## src/design/fsds_pkg.sv

```systemverilog
// fsds_pkg: shared types and constants for the fan speed deadband stepper
// no dependencies; used by fan_speed_deadband_stepper
`default_nettype none

package fsds_pkg;

    // transaction command codes
    typedef enum logic [1:0] {
        CMD_PULSE  = 2'd0,
        CMD_TICK   = 2'd1,
        CMD_TARGET = 2'd2
    } t_cmd;

    // configuration register indexes
    localparam int unsigned CFG_IDX_W = 2;
    localparam logic [CFG_IDX_W-1:0] CFG_DEADBAND = 2'd0;
    localparam logic [CFG_IDX_W-1:0] CFG_RPP      = 2'd1;
    localparam int unsigned CFG_DATA_W = 10;

    // field widths
    localparam int unsigned DEADBAND_W = 10;
    localparam int unsigned RPP_W      = 8;
    localparam int unsigned SPEED_W    = 16;
    localparam int unsigned DUTY_W     = 10;

    // defaults
    localparam int unsigned COUNT_WIDTH_DEF = 11;
    localparam logic [DEADBAND_W-1:0] DEADBAND_RESET = 10'd40;
    localparam logic [RPP_W-1:0]      RPP_RESET      = 8'd30;
    localparam logic [SPEED_W-1:0]    TARGET_RESET   = 16'd6000;
    localparam logic [DUTY_W-1:0]     DUTY_RESET     = 10'd278;

    // duty limits and preload window
    localparam logic [DUTY_W-1:0]  DUTY_MAX        = 10'd1000;
    localparam logic [SPEED_W-1:0] PRELOAD_LOW_RPM  = 16'd240;
    localparam logic [SPEED_W-1:0] PRELOAD_HIGH_RPM = 16'd8000;

    // linear map duty = (MAP_OFFSET - MAP_SLOPE*rpm) / 83707, fixed point
    // the divide is an exact multiply by ceil(2^44/83707) for numerators < 2^27
    localparam int unsigned MAP_NUM_W   = 27;
    localparam int unsigned MAP_SCALE_W = 30;
    localparam logic [MAP_SCALE_W-1:0] MAP_OFFSET = 30'd83329000;
    localparam logic [13:0]            MAP_SLOPE  = 14'd10000;
    localparam int unsigned MAP_RECIP_W = 28;
    localparam logic [MAP_RECIP_W-1:0] MAP_RECIP  = 28'd210163858;
    localparam int unsigned MAP_SHIFT   = 44;

endpackage

`default_nettype wire

```

## src/design/fan_speed_deadband_stepper.sv

```systemverilog
// fan_speed_deadband_stepper: tach counter, speed measurement and duty stepper
// depends on fsds_pkg for command codes, widths and constants
`default_nettype none

// a transaction passes the input register, then the state and result register
// throughput: one transaction per cycle while results are taken; with i_out_ready
// low the result register holds, and then the input register holds as well
// reset (synchronous, active low): pipeline empty, count and speed zero,
// target 6000 rpm, duty 278, deadband 40, rpm per pulse 30
module fan_speed_deadband_stepper #(
    parameter int unsigned COUNT_WIDTH = fsds_pkg::COUNT_WIDTH_DEF
) (
    input  wire logic                               i_clk,
    input  wire logic                               i_rst_n,
    // configuration
    input  wire logic                               i_cfg_we,
    input  wire logic [fsds_pkg::CFG_IDX_W-1:0]     i_cfg_index,
    input  wire logic [fsds_pkg::CFG_DATA_W-1:0]    i_cfg_data,
    // input channel
    input  wire logic                               i_in_valid,
    output logic                                    o_in_ready,
    input  wire logic [1:0]                         i_command,
    input  wire logic [fsds_pkg::SPEED_W-1:0]       i_target_value,
    // output channel
    output logic                                    o_out_valid,
    input  wire logic                               i_out_ready,
    output logic [fsds_pkg::DUTY_W-1:0]             o_duty,
    output logic [fsds_pkg::SPEED_W-1:0]            o_speed
);

    localparam int unsigned PROD_W =
        (COUNT_WIDTH + fsds_pkg::RPP_W > fsds_pkg::SPEED_W + 1) ?
        (COUNT_WIDTH + fsds_pkg::RPP_W) : (fsds_pkg::SPEED_W + 1);
    localparam int unsigned MUL_W = fsds_pkg::MAP_NUM_W + fsds_pkg::MAP_RECIP_W;

    // configuration registers
    logic [fsds_pkg::DEADBAND_W-1:0] r_deadband;
    logic [fsds_pkg::RPP_W-1:0]      r_rpp;

    // input stage
    logic                            r_in_valid;
    fsds_pkg::t_cmd                  r_cmd;
    logic [fsds_pkg::SPEED_W-1:0]    r_tval;

    // state, also the result register
    logic                            r_out_valid;
    logic [COUNT_WIDTH-1:0]          r_count;
    logic [fsds_pkg::SPEED_W-1:0]    r_speed;
    logic [fsds_pkg::SPEED_W-1:0]    r_target;
    logic [fsds_pkg::DUTY_W-1:0]     r_duty;

    logic [COUNT_WIDTH-1:0]          n_count;
    logic [fsds_pkg::SPEED_W-1:0]    n_speed;
    logic [fsds_pkg::SPEED_W-1:0]    n_target;
    logic [fsds_pkg::DUTY_W-1:0]     n_duty;

    logic                            w_advance;
    logic                            w_in_fire;
    logic [PROD_W-1:0]               w_prod;
    logic [fsds_pkg::SPEED_W-1:0]    w_meas;
    logic [fsds_pkg::SPEED_W:0]      w_spd_ext;
    logic [fsds_pkg::SPEED_W:0]      w_tgt_ext;
    logic [fsds_pkg::SPEED_W:0]      w_band_ext;
    logic [fsds_pkg::MAP_SCALE_W-1:0] w_scaled;
    logic [fsds_pkg::MAP_NUM_W-1:0]  w_num;
    logic [MUL_W-1:0]                w_quot_full;
    logic [fsds_pkg::DUTY_W-1:0]     w_preload;

    // handshake: stage two moves when the result slot is free or being taken
    assign w_advance   = !r_out_valid || i_out_ready;
    assign o_in_ready  = !r_in_valid || w_advance;
    assign w_in_fire   = i_in_valid && o_in_ready;
    assign o_out_valid = r_out_valid;
    assign o_duty      = r_duty;
    assign o_speed     = r_speed;

    // configuration writes
    always_ff @(posedge i_clk) begin
        if (!i_rst_n) begin
            r_deadband <= fsds_pkg::DEADBAND_RESET;
            r_rpp      <= fsds_pkg::RPP_RESET;
        end else if (i_cfg_we) begin
            if (i_cfg_index == fsds_pkg::CFG_DEADBAND) begin
                r_deadband <= i_cfg_data[fsds_pkg::DEADBAND_W-1:0];
            end else if (i_cfg_index == fsds_pkg::CFG_RPP) begin
                r_rpp <= i_cfg_data[fsds_pkg::RPP_W-1:0];
            end
        end
    end

    // input register
    always_ff @(posedge i_clk) begin
        if (!i_rst_n) begin
            r_in_valid <= 1'b0;
        end else if (o_in_ready) begin
            r_in_valid <= i_in_valid;
        end
    end

    always_ff @(posedge i_clk) begin
        if (w_in_fire) begin
            r_cmd  <= fsds_pkg::t_cmd'(i_command);
            r_tval <= i_target_value;
        end
    end

    // measured speed: count times rpm per pulse, saturated
    assign w_prod = PROD_W'(r_count) * PROD_W'(r_rpp);
    assign w_meas = (w_prod > PROD_W'({fsds_pkg::SPEED_W{1'b1}})) ?
                    {fsds_pkg::SPEED_W{1'b1}} : w_prod[fsds_pkg::SPEED_W-1:0];

    // deadband compare at 17 bits so no sum wraps
    assign w_spd_ext  = {1'b0, w_meas};
    assign w_tgt_ext  = {1'b0, r_target};
    assign w_band_ext = (fsds_pkg::SPEED_W + 1)'(r_deadband);

    // duty preload: linear map inside the window, exact reciprocal divide
    assign w_scaled    = fsds_pkg::MAP_OFFSET -
                         (fsds_pkg::MAP_SCALE_W'(r_tval) *
                          fsds_pkg::MAP_SCALE_W'(fsds_pkg::MAP_SLOPE));
    assign w_num       = w_scaled[fsds_pkg::MAP_NUM_W-1:0];
    assign w_quot_full = MUL_W'(w_num) * MUL_W'(fsds_pkg::MAP_RECIP);

    always_comb begin
        if (r_tval < fsds_pkg::PRELOAD_LOW_RPM) begin
            w_preload = fsds_pkg::DUTY_MAX;
        end else if (r_tval > fsds_pkg::PRELOAD_HIGH_RPM) begin
            w_preload = '0;
        end else begin
            w_preload = w_quot_full[fsds_pkg::MAP_SHIFT +: fsds_pkg::DUTY_W];
        end
    end

    // next state per command
    always_comb begin
        n_count  = r_count;
        n_speed  = r_speed;
        n_target = r_target;
        n_duty   = r_duty;
        case (r_cmd)
            fsds_pkg::CMD_PULSE: begin
                if (r_count != {COUNT_WIDTH{1'b1}}) begin
                    n_count = r_count + COUNT_WIDTH'(1);
                end
            end
            fsds_pkg::CMD_TICK: begin
                n_speed = w_meas;
                n_count = '0;
                if (w_spd_ext > w_tgt_ext + w_band_ext) begin
                    if (r_duty < fsds_pkg::DUTY_MAX) begin
                        n_duty = r_duty + fsds_pkg::DUTY_W'(1);
                    end
                end else if (w_spd_ext + w_band_ext < w_tgt_ext) begin
                    if (r_duty != '0) begin
                        n_duty = r_duty - fsds_pkg::DUTY_W'(1);
                    end
                end
            end
            fsds_pkg::CMD_TARGET: begin
                n_target = r_tval;
                n_duty   = w_preload;
            end
            default: begin
                // unused code: state holds, result still issued
            end
        endcase
    end

    // state and result register
    always_ff @(posedge i_clk) begin
        if (!i_rst_n) begin
            r_out_valid <= 1'b0;
            r_count     <= '0;
            r_speed     <= '0;
            r_target    <= fsds_pkg::TARGET_RESET;
            r_duty      <= fsds_pkg::DUTY_RESET;
        end else if (w_advance) begin
            r_out_valid <= r_in_valid;
            if (r_in_valid) begin
                r_count  <= n_count;
                r_speed  <= n_speed;
                r_target <= n_target;
                r_duty   <= n_duty;
            end
        end
    end

endmodule

`default_nettype wire
```

## config.mk

```make
export PLATFORM = sky130hd
export DESIGN_NAME = fan_speed_deadband_stepper
export DESIGN_NICKNAME = d
export VERILOG_FILES = /design/src/design/fsds_pkg.sv /design/src/design/fan_speed_deadband_stepper.sv
export SDC_FILE = /design/constraint.sdc
export NUM_CORES = 1
export LEC_CHECK = 0
export BUFFER_PORTS_ARGS = -buffer_cell sky130_fd_sc_hd__buf_4
export CORE_MARGIN = 5
export CORE_UTILIZATION = 60
export CTS_CLUSTER_DIAMETER = 100
export DETAILED_ROUTE_END_ITERATION = 6
export GPL_ROUTABILITY_DRIVEN = 0
export HOLD_SLACK_MARGIN = 0.15
export PLACE_DENSITY = 0.84
export SYNTH_ARGS = -nofsm -noshare
export SYNTH_HDL_FRONTEND = slang
export SYNTH_SLANG_ARGS = --single-unit
```

## constraint.sdc

```tcl
create_clock -name i_clk -period 15.3 [get_ports i_clk]
set_input_delay 0.765 -clock i_clk [delete_from_list [all_inputs] [get_ports i_clk]]
set_output_delay 0.765 -clock i_clk [all_outputs]
set_load 0.01 [all_outputs]
```

# [Yosys cells after proc, flatten, opt, wreduce, memory -nomap -nowiden]
# Cells that the tools add are included.
[word_totals] ff_bits=91
[op_classes] add_sub_neg=6 n_mul=3 magnitude_cmp=6 eq_ne=8 n_mux=10 bitwise=1 n_reduce_logical=16
[ops] cell="10-bit two-way mux" n=6
[ops] cell="27-bit by 27-bit multiplier with 53-bit output (second input constant)" n=1
[ops] cell="16-bit by 10-bit adder with 17-bit output" n=2
[ops] cell="27-bit subtractor (first input constant)" n=1
[ops] cell="16-bit by 10-bit multiplier with 23-bit output (second input constant)" n=1
[ops] cell="11-bit case mux with 2 select lines" n=1
[ops] cell="10-bit case mux with 2 select lines" n=1
[ops] cell="19-bit by 16-bit > comparator with 1-bit output (second input constant)" n=1
[ops] cell="11-bit by 8-bit multiplier with 19-bit output" n=1
[ops] cell="16-bit by 17-bit > comparator with 1-bit output" n=1
[ops] cell="17-bit by 16-bit < comparator with 1-bit output" n=1
[ops] cell="16-bit by 13-bit > comparator with 1-bit output (second input constant)" n=1
[ops] cell="16-bit by 8-bit < comparator with 1-bit output (second input constant)" n=1
[ops] cell="16-bit two-way mux" n=1
[ops] cell="11-bit by 1-bit adder with 11-bit output (second input constant)" n=1
[ops] cell="11-bit two-way mux" n=1
[ops] cell="11-bit != test (second input constant)" n=1
[ops] cell="10-bit by 1-bit adder with 10-bit output (second input constant)" n=1
[ops] cell="10-bit < comparator (second input constant)" n=1
[ops] cell="10-bit nonzero test" n=1
[ops] cell="10-bit by 1-bit subtractor with 10-bit output (second input constant)" n=1
[ops] cell="3-bit != test (second input constant)" n=3
[ops] cell="3-bit AND reduction" n=3
[ops] cell="6-bit AND reduction" n=1
[ops] cell="other kinds (11)" n=16

# [Logic depth before layout (Yosys ltp)]
[logic_depth] depth_word=8 ltp_mapped=45 ltp_nobuf=44

# [Least setup slack after synthesis]
# OpenSTA, ideal clock, no wires.
[synth_path] path_type="reg-to-reg" start="reg r_tval[4] (netlist bit)" end="reg r_duty, in the netlist o_duty[7]" setup_time_ns=0.092 arrival_ns=10.506 required_time_ns=15.208 path_slack_ns=4.702 path_stages_with_launch=45 synth_period_minus_slack_ns=10.598 cell_sequence="edfxtp_1 > inv_1 > fa_1 > inv_1 > ha_1 > inv_1 > fa_1 > inv_1 > ha_1 > inv_1 > fa_1 > inv_1 > ha_1 > or3_1 > a21oi_2 > a211oi_2 > or3_1 > nand3_2 > (+9 left out) > fa_1 > inv_1 > fa_1 > inv_1 > fa_1 > inv_1 > fa_1 > inv_1 > ha_1 > a21oi_1 > nor2b_1 > o21a_1 > o21ai_0 > nand2b_1 > o311ai_2 > a31oi_1 > o211a_1 > o32ai_1"
[synth_via] elab_chain_cells=6 word_cells_on_any_way=8
[synth_lines] item="from (decl)" line_no="fan_speed_deadband_stepper.sv:43" rtl="logic [fsds_pkg::SPEED_W-1:0] r_tval;"
[synth_lines] item="from (signal assigned)" line_no="fan_speed_deadband_stepper.sv:103" rtl="r_tval <= i_target_value;"
[synth_lines] item="16-bit by 10-bit multiplier with 23-bit output" line_no="fan_speed_deadband_stepper.sv:119" rtl="(fsds_pkg::MAP_SCALE_W'(r_tval) *"
[synth_lines] item="27-bit subtractor" line_no="fan_speed_deadband_stepper.sv:118" rtl="assign w_scaled = fsds_pkg::MAP_OFFSET -"
[synth_lines] item="27-bit by 27-bit multiplier with 53-bit output" line_no="fan_speed_deadband_stepper.sv:122" rtl="assign w_quot_full = MUL_W'(w_num) * MUL_W'(fsds_pkg::MAP_RECIP);"
[synth_lines] item="10-bit two-way mux" line_no="fan_speed_deadband_stepper.sv:127" rtl="end else if (r_tval > fsds_pkg::PRELOAD_HIGH_RPM) begin"
[synth_lines] item="10-bit two-way mux *" line_no="fan_speed_deadband_stepper.sv:125" rtl="if (r_tval < fsds_pkg::PRELOAD_LOW_RPM) begin"
[synth_lines] item="10-bit case mux with 2 select lines *" line_no="fan_speed_deadband_stepper.sv:140" rtl="case (r_cmd)"
[synth_lines] item="to (signal assigned)" line_no="fan_speed_deadband_stepper.sv:176" rtl="r_duty <= fsds_pkg::DUTY_RESET;"
[synth_lines] item="to (signal assigned)" line_no="fan_speed_deadband_stepper.sv:183" rtl="r_duty <= n_duty;"
[synth_lines] item="to (decl)" line_no="fan_speed_deadband_stepper.sv:50" rtl="logic [fsds_pkg::DUTY_W-1:0] r_duty;"
# Every way passes the cells marked *; elsewhere a longest branch is shown, timed or not.
# A chain may end at the register's enable or synchronous reset.

# [Worst setup path after layout]
[layout_path] start="reg r_tval[5] (netlist bit)" end="reg r_duty, in the netlist o_duty[7]"
# Same word-level chain as after synthesis.

==> flow_summary.toml <==
[status]
status = "complete, no violations"

[cells_and_area]
syn_to_final_growth_pct = 5.73
antennaDiodeCount = 0
drive_gt1_share_pct = 5.84
final_nets = 3035
final_cell_count_no_fill = 2766

[sta]
skew_ns = 0.0105
setup_tns_ns = 0
final.setup.worst_slack_ns = 3.42
fmax_ghz = 0.0842
rsz0062_at_grt = "no"
post-route-period-util_pct = 77.6
final_hold_viol_count = 0
worst_slew_pin_slew_ns = 1.06
maxSlewHeadroom_pct = 28.6
setup_viol = 0
fin_crit_ns = 11.88
drv_slew = 0
fin_hold_ws_ns = 0.482

[global_route]
overflow = 0
grt_max_degree = 37
grt_pass1_vias = 16900
antenna_found_initial = 1
track_usage_pct = 27.3
grt_pass1_wl_um = 85300

[clocking]
clk_pin_slew_ns = 0.07
hold_buffers = 0
cts_resized = 0
clock_latency_ns = 0.36
clock-sinks = 91
post_cts.repair.setup_buffers = 0
cts-root-buf = "clkbuf_16"
tritoncts = "done"
cts_max_path_buffers = 2
numCtsBuffers = 9
h-tree-depth = 3

[drt]
drtIter0Drc = 1188
drtPass1Iterations = 7
postRouteWirelength_um = 52100
vias = 16100
viasPerCell = 5.84
detail-route-antenna-nets = 0
wl_per_cell_um = 18.8
drc = 0

[worst_setup_path]
slowest_stage = "fa_1"
crit_fanout = 7
max_stage_delay_ns = 0.56
worstPathRequired_ns = 15.56
critical_path_arrival_ns = 12.14
worst_setup_path_start_kind = "flip-flop"
crit_path_end_kind = "flip-flop"
crit_top_cell = "inv_1"
critical_path_class = "reg -> reg"

[placed_design]
dpl.hpwl_um = 44800
port_buffers = 62
dpl.cell_count = 2750
pre_cts_slack_ns = 3.59

[die]
std_cell_rows = 68
io_pins = 63
die_w_um = 196
core_um2 = 34500
initial_core_util_pct = 60.5
die_area_um2 = 38600
die_h_um = 196

[synth]
synth_edf_count = 18
synth.most_common_cell = "inv_1"
yosys_warnings = 0
yosys_register_bits = 91
syn_nets = 3010
synth_ff_type = "dfxtp_1"
ys_async_sr_fraction_pct = 0
synth_area_leaders = "fa_1, ha_1, inv_1"
synth_commonest_cells = "inv_1, ha_1, fa_1, nand2_1, nor2_1"
syn-mean-instance-area_um2 = 9.14
netlist-cell-type-count = 94
syn-cell-area_um2 = 20900
ys_seq_area_share_pct = 9.60
yosys.area.top_type_share_pct = 26.6
postSynthCellCount = 2281
yosysTopAreaCell = "fa_1"

[flow_run]
maxCapViolations = 0

[worst_hold_path]
hp-class = "reg -> reg"
[worst paths after layout]
kind | startpoint | endpoint | slack [ns] | cells after the start
worst max-delay path | r_tval[5] | o_duty[7] | 3.42 | 39
worst min register to register | r_target[14] | r_target[14] | 0.48 | 2
worst max register to register | r_tval[5] | o_duty[7] | 3.42 | 39
worst min-delay path | r_target[14] | r_target[14] | 0.48 | 2
[placed cells by master (no fill, tap or decap), drive strengths merged, types with 55 or more instances in the layout]
| master | netlist | final |
|---|---|---|
| inv | 520 | 523 |
| ha | 417 | 417 |
| fa | 277 | 277 |
| nand2 | 145 | 145 |
| nor2 | 107 | 107 |
| a21oi | 97 | 97 |
| dfxtp | 73 | 73 |
| xnor2 | 68 | 68 |
| buf | 8 | 64 |
| o21ai | 60 | 60 |
| and2 | 55 | 55 |
[state kept, by name (all words and copies together) (netlist names)]
| register | cells |
|---|---|
| r_cmd | 2 |
| r_target | 16 |
| o_duty | 10 |
| o_out_valid | 1 |
| o_speed | 16 |
| r_count | 11 |
| r_tval | 16 |
| r_rpp | 8 |
| r_in_valid | 1 |
| r_deadband | 10 |
[metal layers]
metal,up-vias,routed length [um],global-route usage [%]
met4,2,1530,6.83
met3,124,4240,5.20
met2,642,24500,45.9
met1,7876,21800,36.6
met5,-,15,0
li1,7496,-,-
[metrics by stage]
step | util (%) | area (um2)
global placement | 63.0 | 21700
detailed placement | 63.0 | 21700
CTS | 64.0 | 22100
global route | 64.0 | 22100
finish | 64.0 | 22100
floorplan | - | 20900
[layout make-up]
| cell class | count | area [um2] |
|---|---|---|
| multi-input combinational | 1619 | 16700 |
| fill | 2646 | 12400 |
| sequential | 91 | 2000 |
| inverter | 521 | 1960 |
| tap | 455 | 569 |
| timing repair buffer | 64 | 480 |
| clock buffer | 10 | 250 |
| clock inverter | 6 | 91.3 |
[critical path, delay by kind of cell (launching register included)]
kind            cells  cell delay, ns
simple gates        3            0.57
compound gates     10            2.90
flops               1            0.46
fa+ha+maj          14            6.42
buf+inv            11            0.91
xor+xnor            1            0.49
[kinds of logic after synthesis]
logic type	share of synthesized area [%]
muxes	1.31
adders and majority gates	51.6
buffers and inverters	10.4
DFF	9.60
xor gates and xnor gates	4.82
AOI/OAI and AO/OA	11.5
and+or+nand+nor	10.8
Power is not shown: default switching activity piles up to over one toggle a cycle in this logic, so the estimate is an artifact.
